===== config.mk =====
export PLATFORM = sky130hd
export DESIGN_NAME = connected_component_labeler_core
export DESIGN_NICKNAME = d
export VERILOG_FILES = /design/src/ccl_pkg.sv /design/src/connected_component_labeler_core.sv /design/src/ccl_cell.sv /design/src/ccl_chain.sv
export SDC_FILE = /design/constraint.sdc
export NUM_CORES = 2
export LEC_CHECK = 0
export BUFFER_PORTS_ARGS = -buffer_cell sky130_fd_sc_hd__buf_2
export CORE_AREA = 2 2 379 418
export CTS_BUF_LIST = sky130_fd_sc_hd__clkbuf_2 sky130_fd_sc_hd__clkbuf_4 sky130_fd_sc_hd__clkbuf_8
export CTS_CLUSTER_DIAMETER = 50
export DETAILED_ROUTE_END_ITERATION = 16
export DIE_AREA = 0 0 381 420
export PLACE_DENSITY = 0.56
export SLEW_MARGIN = 20
export SYNTH_ARGS = -nofsm -noshare
export SYNTH_HDL_FRONTEND = slang
export SYNTH_SLANG_ARGS = --single-unit

===== constraint.sdc =====
create_clock -name clk -period 4.8 [get_ports clk]
set_clock_uncertainty 0.15 [all_clocks]
set_input_delay 0.96 -clock clk [delete_from_list [all_inputs] [get_ports clk]]
set_output_delay 0.96 -clock clk [all_outputs]
set_load 0.02 [all_outputs]

===== src/ccl_pkg.sv =====
`timescale 1ns / 1ps

package ccl_pkg;

    localparam int MAX_NODES_DEF = 32;
    localparam int ROW_W         = 32;
    localparam int LABEL_W       = 6;
    localparam int IDX_IN_W      = 5;
    localparam int NNODES_W      = 6;
    localparam int PADDR_W       = 3;
    localparam int PDATA_W       = 32;

    // register index, taken from paddr[2]
    localparam logic REG_N_NODES = 1'b0;
    localparam logic [NNODES_W-1:0] N_NODES_RESET = 6'd32;

    typedef enum logic [2:0] {
        ST_IDLE,
        ST_SEED,
        ST_SWEEP,
        ST_ASSIGN,
        ST_OUTPUT
    } state_t;

    typedef struct packed {
        logic [ROW_W-1:0]   row;
        logic [LABEL_W-1:0] label;
    } cell_data_t;

    typedef struct packed {
        logic                load;
        logic [IDX_IN_W-1:0] load_idx;
        logic                shift;
        logic                clear;
        logic                label_wr;
        logic [LABEL_W-1:0]  label_val;
    } chain_ctl_t;

endpackage


===== src/connected_component_labeler_core.sv =====
`timescale 1ns / 1ps

// Connected-component labeler. Each request writes one adjacency row;
// busy stays low while rows are loaded. The row marked last_row starts labeling:
// the rows sit in a ring of NUM cells that rotates one place a cycle past a single
// head cell while it sweeps, writes labels or outputs (NUM = min(MAX_NODES, 32)).
// For each node that starts a new component the ring makes one pass per frontier
// growth plus one quiet pass and one pass to write labels; already labeled nodes
// are skipped. Then n results follow back to back, n being the active node
// count, one per node in ascending order, each marked by result_valid for a
// single cycle; the receiver cannot stall them and must take every one. busy
// returns low on the cycle after the last result.

module connected_component_labeler_core
    import ccl_pkg::*;
#(
    parameter int MAX_NODES = MAX_NODES_DEF
)
(
    input  logic                clk,
    input  logic                rst_n,
    input  logic                psel,
    input  logic                penable,
    input  logic                pwrite,
    input  logic [PADDR_W-1:0]  paddr,
    input  logic [PDATA_W-1:0]  pwdata,
    output logic [PDATA_W-1:0]  prdata,
    output logic                pready,
    input  logic                start,
    output logic                busy,
    input  logic [IDX_IN_W-1:0] row_index,
    input  logic [ROW_W-1:0]    neighbor_bits,
    input  logic                last_row,
    output logic                result_valid,
    output logic [IDX_IN_W-1:0] node_index,
    output logic [LABEL_W-1:0]  component_label,
    output logic [LABEL_W-1:0]  component_count,
    output logic                last_of_run
);

    localparam int NUM   = (MAX_NODES < ROW_W) ? MAX_NODES : ROW_W;
    localparam int IDX_W = $clog2(NUM);
    localparam int CNT_W = $clog2(NUM + 1);

    state_t state_reg;
    state_t state_next;

    logic [NNODES_W-1:0] n_nodes_reg;
    logic [CNT_W-1:0]    n_eff_reg,  n_eff_next;
    logic [CNT_W-1:0]    seed_reg,   seed_next;
    logic [IDX_W-1:0]    pos_reg,    pos_next;
    logic [NUM-1:0]      reach_reg,  reach_next;
    logic [NUM-1:0]      labeled_reg, labeled_next;
    logic                changed_reg, changed_next;
    logic [LABEL_W-1:0]  next_label_reg, next_label_next;

    logic                result_valid_reg, result_valid_next;
    logic [IDX_IN_W-1:0] node_index_reg,   node_index_next;
    logic [LABEL_W-1:0]  label_out_reg,    label_out_next;
    logic [LABEL_W-1:0]  count_out_reg,    count_out_next;
    logic                last_out_reg,     last_out_next;

    logic               accept;
    logic               cfg_write;
    logic [CNT_W-1:0]   n_clamp;
    logic [NUM-1:0]     active;
    logic [NUM-1:0]     new_bits;
    logic               grew;
    logic               pass_end;
    logic               out_end;
    logic [IDX_W-1:0]   last_pos;
    logic [IDX_W-1:0]   seed_idx;
    chain_ctl_t         ctl;
    cell_data_t         head;

    // ---------------- configuration port ----------------
    assign pready    = 1'b1;
    assign cfg_write = psel && penable && pwrite && pready;
    assign prdata    = (paddr[2] == REG_N_NODES)
                       ? {{(PDATA_W - NNODES_W){1'b0}}, n_nodes_reg} : '0;

    always_ff @(posedge clk or negedge rst_n)
    begin
        if (!rst_n)
        begin
            n_nodes_reg <= N_NODES_RESET;
        end
        else if (cfg_write && (paddr[2] == REG_N_NODES))
        begin
            n_nodes_reg <= pwdata[NNODES_W-1:0];
        end
    end

    // ---------------- helpers ----------------
    assign busy   = (state_reg != ST_IDLE) || result_valid_reg;
    assign accept = start && !busy;

    always_comb
    begin
        if (n_nodes_reg == '0)
        begin
            n_clamp = CNT_W'(1);
        end
        else if (n_nodes_reg > NNODES_W'(NUM))
        begin
            n_clamp = CNT_W'(NUM);
        end
        else
        begin
            n_clamp = CNT_W'(n_nodes_reg);
        end
    end

    always_comb
    begin
        for (int j = 0; j < NUM; j++)
        begin
            active[j] = (j < int'(n_eff_reg));
        end
    end

    assign seed_idx = seed_reg[IDX_W-1:0];
    assign last_pos = IDX_W'(n_eff_reg - CNT_W'(1));
    assign pass_end = (pos_reg == IDX_W'(NUM - 1));
    assign out_end  = (pos_reg == last_pos);
    assign new_bits = reach_reg[pos_reg]
                      ? (head.row[NUM-1:0] & active & ~labeled_reg & ~reach_reg) : '0;
    assign grew     = |new_bits;

    // ---------------- next state ----------------
    always_comb
    begin
        state_next = state_reg;
        unique case (state_reg)
            ST_IDLE:
            begin
                if (accept && last_row)
                begin
                    state_next = ST_SEED;
                end
            end
            ST_SEED:
            begin
                if (seed_reg == n_eff_reg)
                begin
                    state_next = ST_OUTPUT;
                end
                else if (!labeled_reg[seed_idx])
                begin
                    state_next = ST_SWEEP;
                end
            end
            ST_SWEEP:
            begin
                if (pass_end && !(changed_reg || grew))
                begin
                    state_next = ST_ASSIGN;
                end
            end
            ST_ASSIGN:
            begin
                if (pass_end)
                begin
                    state_next = ST_SEED;
                end
            end
            ST_OUTPUT:
            begin
                if (out_end)
                begin
                    state_next = ST_IDLE;
                end
            end
            default:
            begin
                state_next = ST_IDLE;
            end
        endcase
    end

    // ---------------- chain control ----------------
    always_comb
    begin
        ctl           = '0;
        ctl.load      = accept;
        ctl.load_idx  = row_index;
        ctl.label_val = next_label_reg;
        unique case (state_reg)
            ST_IDLE, ST_SEED:
            begin
                ctl.shift = 1'b0;
            end
            ST_SWEEP:
            begin
                ctl.shift = 1'b1;
            end
            ST_ASSIGN:
            begin
                ctl.shift    = 1'b1;
                ctl.label_wr = reach_reg[pos_reg];
            end
            ST_OUTPUT:
            begin
                ctl.shift = 1'b1;
                ctl.clear = out_end;
            end
            default:
            begin
                ctl.shift = 1'b0;
            end
        endcase
    end

    // ---------------- datapath ----------------
    always_comb
    begin
        n_eff_next        = n_eff_reg;
        seed_next         = seed_reg;
        pos_next          = pos_reg;
        reach_next        = reach_reg;
        labeled_next      = labeled_reg;
        changed_next      = changed_reg;
        next_label_next   = next_label_reg;
        result_valid_next = 1'b0;
        node_index_next   = node_index_reg;
        label_out_next    = label_out_reg;
        count_out_next    = count_out_reg;
        last_out_next     = last_out_reg;

        unique case (state_reg)
            ST_IDLE:
            begin
                if (accept && last_row)
                begin
                    n_eff_next      = n_clamp;
                    seed_next       = '0;
                    pos_next        = '0;
                    labeled_next    = '0;
                    next_label_next = LABEL_W'(1);
                end
            end
            ST_SEED:
            begin
                pos_next = '0;
                if (seed_reg != n_eff_reg)
                begin
                    if (labeled_reg[seed_idx])
                    begin
                        seed_next = seed_reg + CNT_W'(1);
                    end
                    else
                    begin
                        reach_next           = '0;
                        reach_next[seed_idx] = 1'b1;
                        changed_next         = 1'b0;
                    end
                end
            end
            ST_SWEEP:
            begin
                reach_next = reach_reg | new_bits;
                if (pass_end)
                begin
                    pos_next     = '0;
                    changed_next = 1'b0;
                end
                else
                begin
                    pos_next     = pos_reg + IDX_W'(1);
                    changed_next = changed_reg || grew;
                end
            end
            ST_ASSIGN:
            begin
                if (pass_end)
                begin
                    pos_next        = '0;
                    labeled_next    = labeled_reg | reach_reg;
                    next_label_next = next_label_reg + LABEL_W'(1);
                    seed_next       = seed_reg + CNT_W'(1);
                end
                else
                begin
                    pos_next = pos_reg + IDX_W'(1);
                end
            end
            ST_OUTPUT:
            begin
                result_valid_next = 1'b1;
                node_index_next   = IDX_IN_W'(pos_reg);
                label_out_next    = head.label;
                count_out_next    = next_label_reg - LABEL_W'(1);
                last_out_next     = out_end;
                pos_next          = pos_reg + IDX_W'(1);
            end
            default:
            begin
                pos_next = '0;
            end
        endcase
    end

    always_ff @(posedge clk or negedge rst_n)
    begin
        if (!rst_n)
        begin
            state_reg        <= ST_IDLE;
            n_eff_reg        <= '0;
            seed_reg         <= '0;
            pos_reg          <= '0;
            reach_reg        <= '0;
            labeled_reg      <= '0;
            changed_reg      <= 1'b0;
            next_label_reg   <= LABEL_W'(1);
            result_valid_reg <= 1'b0;
        end
        else
        begin
            state_reg        <= state_next;
            n_eff_reg        <= n_eff_next;
            seed_reg         <= seed_next;
            pos_reg          <= pos_next;
            reach_reg        <= reach_next;
            labeled_reg      <= labeled_next;
            changed_reg      <= changed_next;
            next_label_reg   <= next_label_next;
            result_valid_reg <= result_valid_next;
        end
    end

    always_ff @(posedge clk)
    begin
        node_index_reg <= node_index_next;
        label_out_reg  <= label_out_next;
        count_out_reg  <= count_out_next;
        last_out_reg   <= last_out_next;
    end

    ccl_chain #(
        .NUM_CELLS (NUM)
    ) u_chain (
        .clk      (clk),
        .rst_n    (rst_n),
        .ctl      (ctl),
        .load_row (neighbor_bits),
        .head     (head)
    );

    assign result_valid    = result_valid_reg;
    assign node_index      = node_index_reg;
    assign component_label = label_out_reg;
    assign component_count = count_out_reg;
    assign last_of_run     = last_out_reg;

endmodule


===== src/ccl_cell.sv =====
`timescale 1ns / 1ps

module ccl_cell
    import ccl_pkg::*;
(
    input  logic             clk,
    input  logic             rst_n,
    input  logic             load,
    input  logic             shift,
    input  logic             clear,
    input  logic [ROW_W-1:0] load_row,
    input  cell_data_t       shift_in,
    output cell_data_t       data
);

    cell_data_t data_reg;
    cell_data_t data_next;

    always_comb
    begin
        data_next = data_reg;
        if (shift)
        begin
            data_next = shift_in;
        end
        if (load)
        begin
            data_next.row = load_row;
        end
        if (clear)
        begin
            data_next.row = '0;
        end
    end

    always_ff @(posedge clk or negedge rst_n)
    begin
        if (!rst_n)
        begin
            data_reg <= '0;
        end
        else
        begin
            data_reg <= data_next;
        end
    end

    assign data = data_reg;

endmodule


===== src/ccl_chain.sv =====
`timescale 1ns / 1ps

module ccl_chain
    import ccl_pkg::*;
#(
    parameter int NUM_CELLS = MAX_NODES_DEF
)
(
    input  logic             clk,
    input  logic             rst_n,
    input  chain_ctl_t       ctl,
    input  logic [ROW_W-1:0] load_row,
    output cell_data_t       head
);

    cell_data_t data [NUM_CELLS];
    cell_data_t head_mod;

    // label is written as the head entry wraps round to the tail
    always_comb
    begin
        head_mod = data[0];
        if (ctl.label_wr)
        begin
            head_mod.label = ctl.label_val;
        end
    end

    for (genvar k = 0; k < NUM_CELLS; k++)
    begin : g_cell
        cell_data_t shift_in;
        logic       load_here;

        if (k == NUM_CELLS - 1)
        begin : g_tail
            assign shift_in = head_mod;
        end
        else
        begin : g_mid
            assign shift_in = data[k + 1];
        end

        assign load_here = ctl.load && (ctl.load_idx == IDX_IN_W'(k));

        ccl_cell u_cell (
            .clk      (clk),
            .rst_n    (rst_n),
            .load     (load_here),
            .shift    (ctl.shift),
            .clear    (ctl.clear),
            .load_row (load_row),
            .shift_in (shift_in),
            .data     (data[k])
        );
    end

    assign head = data[0];

endmodule


Word-level counts from Yosys, hierarchy flattened:

Index checks and enable logic that the tools add are counted.

* $add $sub $neg: 5
* order comparisons: 36
* eq/ne operators: 47
* muxes and demuxes: 139
* bitwise logic cells: 8
* reduce and logical (&&, ||, !) cells: 90

Operator list (count)
* 2-to-1 mux 32 bit: 69
* 2-to-1 mux 38 bit: 32
* one-hot mux 32 bit (2 select lines): 2
* nonzero test 3 bit: 34
* AND 32 bit: 3
* < comparator 5 x 6 -> 1 bit, first input constant: 16
* == test 5 bit, second input constant: 17
* NOT 32 bit: 2
* OR 32 bit: 2
* 2-to-1 mux 6 bit: 10
* < comparator 4 x 6 -> 1 bit, first input constant: 8
* == test 5 x 4 -> 1 bit, second input constant: 8
* logical AND 1 bit: 39
* OR reduction 32 bit: 1
* < comparator 3 x 6 -> 1 bit, first input constant: 4
* == test 5 x 3 -> 1 bit, second input constant: 4
* 2-to-1 mux 3 bit: 6
* one-hot mux 6 bit (3 select lines): 1
* one-hot mux 3 bit (5 select lines): 1
* one-hot mux 5 bit (3 select lines): 1
* inequality test 2 bit, second input constant: 7
* adder 6 x 1 -> 6 bit, second input constant: 2
* < comparator 1 x 6 -> 1 bit, first input constant: 2
* < comparator 2 x 6 -> 1 bit, first input constant: 2
* 33 further kinds: 52

* register bits: 1332
* input port bits: 79
* output and inout port bits: 53
* word-level logic and storage cells: 403

Longest topological paths before layout:

* depth in word-level cells: 11
* depth in mapped cells: 12
* depth with buffers taken out: 9

Hierarchy:

Synthesis repeated with hierarchy kept, for this count alone.

* cells, all modules: 5728
* area, all modules: 66877.9 sq um

By module, submodules not included
* ccl_cell: instances 32, cells an instance 154, area each 1861.8 sq um, seq. area each 950.9 sq um
* connected_component_labeler_core: instances 1, cells an instance 746, area each 6999.2 sq um, seq. area each 2995.4 sq um
* ccl_chain: instances 1, cells an instance 54, area each 301.5 sq um, seq. area each 0.0 sq um

Worst setup path before layout:

No wires, ideal clock.

* path kind: register to register
* from: reg n_eff_reg[1]
* to: reg u_chain.g_cell[10].u_cell.data_reg, in the netlist u_chain.g_cell[10].u_cell.data[12]
* library setup time: 0.130 ns
* data arrival time: 2.429 ns
* data required time: 4.520 ns
* slack: 2.091 ns
* cell stages (with the launch flop): 13
* buffers on the path: 5
* clock period less this slack: 2.709 ns
* path through: dfrtp_1 -> clkbuf_1 -> inv_1 -> ha_1 -> xnor2_1 -> nor2_1 -> o2111ai_1 -> nor2_1 -> buf_2 -> buf_2 -> buf_2 -> buf_1 -> o2bb2ai_1

* cells in the longest elaborated chain, start to end: 4
* elaborated cells between the ends (all ways): 5
* those cells by class: add/sub: 1; eq/ne: 1; mux: 2; reduce/logical: 1

RTL lines
* start: declaration: RTL line connected_component_labeler_core.sv:49 `logic [CNT_W-1:0] n_eff_reg, n_eff_next;`
* start signal: assignment: RTL line connected_component_labeler_core.sv:320 `n_eff_reg <= n_eff_next;`
* subtractor 5 x 1 -> 5 bit *: RTL line connected_component_labeler_core.sv:123 `assign last_pos = IDX_W'(n_eff_reg - CNT_W'(1));`
* == test 5 bit *: RTL line connected_component_labeler_core.sv:125 `assign out_end = (pos_reg == last_pos);`
* 2-to-1 mux 1 bit *: RTL line connected_component_labeler_core.sv:188 `unique case (state_reg)`
* nonzero test 3 bit (no source line) / 2-to-1 mux 32 bit (equally long branches)
* end signal: assignment: RTL line ccl_cell.sv:44 `data_reg <= data_next;`
* end: declaration: RTL line ccl_cell.sv:16 `cell_data_t data_reg;`

Every way passes the cells marked *; elsewhere a longest branch is shown, timed or not.
A chain may end at the register's enable or synchronous reset.

Worst setup path after layout:

* from: reg n_eff_reg[1]
* to: reg u_chain.g_cell[8].u_cell.data_reg, in the netlist u_chain.g_cell[8].u_cell.data[33]

* cells in the longest elaborated chain, start to end: 4
* elaborated cells between the ends (all ways): 5
* those cells by class: add/sub: 1; eq/ne: 1; mux: 2; reduce/logical: 1

RTL lines (RTL line)
* subtractor 5 x 1 -> 5 bit *: connected_component_labeler_core.sv:123
* == test 5 bit *: connected_component_labeler_core.sv:125
* 2-to-1 mux 1 bit *: connected_component_labeler_core.sv:188
* nonzero test 3 bit (no source line) / 2-to-1 mux 32 bit (equally long branches)
* end signal: assignment: ccl_cell.sv:44
* end: declaration: ccl_cell.sv:16

Marks and branches as above.

==> flow_summary.yaml <==
run_status:
  outcome: "finished clean"
worst_setup_path:
  critPathBufInv: 6
  arrival_ps: 4220
  path_common_cell: "buf_4"
  crit_path_end_kind: "register"
  max_stage_delay_ps: 510
  rrSetupSlack_ps: 1220
  cp.required_ps: 5440
  path_max_fanout: 50
  crit_cells: 11
  cpLargestDelayFamily: "buffers and inverters"
  crit_slowest_cell: "nor2_4"
  cp-start-kind: "register"
  reg2regPathDepth: 11
  crit_type: "register to register"
  cp_cell_sequence: "buf_4 -> inv_1 -> ha_1 -> buf_4 -> inv_1 -> a21oi_1 -> o2111ai_1 -> nor2_4 -> buf_12 -> buf_4 -> o2bb2ai_1"
power_and_ir_drop:
  ir_drop_uv: 583
  p_sw_w: 0.0150
  p_clk_share_pct: 26.5
  powerDensity_nw_per_um2: 615
  power_frac_seq_pct: 44.9
  p_leak_nw: 27.9
  p_comb_share_pct: 28.6
  internal_power_w: 0.0255
  swShare_pct: 37.0
  fin_total_pwr_w: 0.0405
synthesis:
  ys_warn_count: 0
  ys_seq_elements: 1332
  yosysTopAreaCellShare_pct: 55.8
  synth_edf_count: 18
  synthTopCellsByArea: "dfrtp_1 (56%), a22oi_1 (13%), o2bb2ai_1 (7.6%)"
  synth_area_um2: 58800
  synth_cell_types: 71
  postSynthAreaPerCell_um2: 10.2
  async_flop_share_pct: 98.6
  ys.flop_type: "dfrtp_1"
  ys_seq_area_share_pct: 56.8
  synth_largest_area_cell: "dfrtp_1"
  syn_inst: 5768
layout:
  regArea_um2: 33400
  drive_gt1_share_pct: 12.6
  largest_reg_flops: 1216
  fin_nets: 5695
  finish.instance_area_um2: 65900
  multi_input_area_um2: 23000
  area_growth_pct: 11.9
  fillers: 15100
floorplan:
  ios: 132
  die_h_um: 420
  die_area_um2: 160000
  core_um2: 156000
  rows: 152
  start_util_pct: 37.8
  die_w_um: 381
sta:
  finalMaxSlewViolations: 0
  rsz0062_at_grt: "false"
  hold-worst-slack_ps: 116
  finalHoldViolCount: 0
  fin_crit_ps: 3580
  fin_ws_ps: 1220
  setup_tns_ps: 0
  setup_viol: 0
  max_freq_mhz: 280
  tightestPinTransition_ps: 1150
  relSlewSlack_pct: 23.0
  finalCritPeriodShare_pct: 74.5
clock_tree:
  cts-resized-gates: 0
  h-tree-depth: 4
  cts_made_buffers: 216
  cts_max_path_buffers: 3
  postCtsSetupBuffers: 0
  clkLatencyLatePin_ps: 970
  clock-sinks: 1332
  cts-root-buf: "clkbuf_8"
  cts_tree: "yes"
  path_clk_slew_ps: 50
  ctsHoldBuffers: 4
routing:
  num_vias: 45500
  drc: 0
  totalWireLength_mm: 174
  vias_per_cell: 5.79
  ant_nets: 0
  drt-initial-drc-count: 4518
  drt_pre_antenna_iters: 8
  wl_per_cell_um: 22.1
global_route:
  grt_max_degree: 193
  grt.overflow.total: 0
  grt_pass1_wl_mm: 276
  grt_pass1_vias: 46200
  grtUsageTotal_pct: 21.6
  antenna_found_initial: 8
flow_run:
  timing.max_cap.violations: 0
place:
  dpl.hpwl_mm: 103
  place_area_um2: 61100
  place_ws_ps: 1220
  portBuffers: 76
  gp_congestion: 0.859
worst_hold_path:
  hold_path_depth: 2
  holdCritPathClass: "input port to register"
[placed cells by master, fill, tap and decap left out, drive strengths merged, types with 15 or more instances in the layout]
cell type,netlist,final
clkbuf,516,361
inv,19,29
and3,38,38
edfxtp,18,18
dfrtp,1312,1312
o2bb2ai,512,512
a22oi,994,994
conb,2,27
mux2i,19,19
buf,127,234
nor3b,15,15
a21oi,135,135
nand2,1141,1141
o21ai,556,556
nor2,142,142
[per-stage QoR]
stage / cells / utilization [%]
after global placement: 7463 / 39.2
after global routing: 7861 / 42.3
after CTS: 7858 / 42.3
final: 7863 / 42.3
after detailed placement: 7463 / 39.2
after floorplan: 5793 / -
[routing by layer]
layer / global-route usage (%) / share of wire (%) / vias to the layer above
met1: 29.5 / 44 / 23400
met3: 3.81 / 5.2 / 259
met4: 6.58 / 2.3 / 4
li1: - / - / 20700
met5: 0 / 0.018 / -
met2: 35.1 / 48 / 1099
[area by class of cell]
class                   count  share of cell area (%)
flip-flops and latches   1332                    50.7
repair buffers            238                    3.05
inverters                  19                   0.108
multi-input cells        3799                    34.9
clock inverters            30                   0.484
diodes                      5                  0.0190
clock buffers             361                    6.74
well taps                2079                    3.95
[synth_stat cells (all sizes together), types with 6 or more instances]
| cell | n |
|---|---|
| dfrtp | 1312 |
| edfxtp | 18 |
| a22oi | 994 |
| and3 | 38 |
| nor2b | 13 |
| a21oi | 135 |
| ha | 10 |
| nor3b | 15 |
| nand3b | 12 |
| nand3 | 13 |
| nor4 | 6 |
| inv | 19 |
| mux2i | 19 |
| o2bb2ai | 512 |
| clkbuf | 516 |
| nand2 | 1141 |
| buf | 127 |
| o2111ai | 6 |
| nor3 | 13 |
| o21ai | 556 |
| nand4 | 8 |
| o211ai | 10 |
| nand2b | 12 |
| mux2 | 14 |
| nor2 | 142 |
| o31ai | 13 |
| mux4 | 9 |
| xor2 | 10 |
| xnor2 | 12 |
[power by group through the flow]
stage          combinational (W)  clock (W)  sequential, W
2_1_floorplan            0.00868          0         0.0171
3_3_place_gp              0.0114          0         0.0183
3_5_place_dp              0.0116          0         0.0183
4_1_cts                   0.0117     0.0110         0.0181
5_1_grt                   0.0129     0.0115         0.0187
6_report                  0.0116     0.0107         0.0182
[worst reg2reg max path, stage by stage, from the launching register on]
cell and delay [ps]:
dfrtp_1 350, buf_4 210, inv_1 220, ha_1 190, buf_4 180, inv_1 190
a21oi_1 190, o2111ai_1 340, nor2_4 510, buf_12 330, buf_4 490, o2bb2ai_1 110
[kinds of logic (layout without fill, tap and decap cells)]
family	count (synthesis)	in the layout	share of synthesized area [%]
compound gates	2258	2258	27.0
xor+xnor	22	22	0.327
fa+ha+maj	11	11	0.230
buf+inv	662	648	4.64
flops	1332	1332	56.8
mux	42	42	0.961
other cells	2	32	0.0128
simple gates	1439	1439	10.0
[worst paths after layout]
kind / startpoint / endpoint
hold / removal: pwdata[5] / n_nodes_reg[5]
hold reg to reg: u_chain.g_cell[10].u_cell.data[5] / u_chain.g_cell[9].u_cell.data[5]
setup reg to reg: n_eff_reg[1] / u_chain.g_cell[8].u_cell.data[33]
min in group asynchronous: rst_n / u_chain.g_cell[16].u_cell.data[35]
max in group asynchronous: rst_n / u_chain.g_cell[3].u_cell.data[32]
setup / recovery: n_eff_reg[1] / u_chain.g_cell[8].u_cell.data[33]
Power figures use the tool's default switching activity.
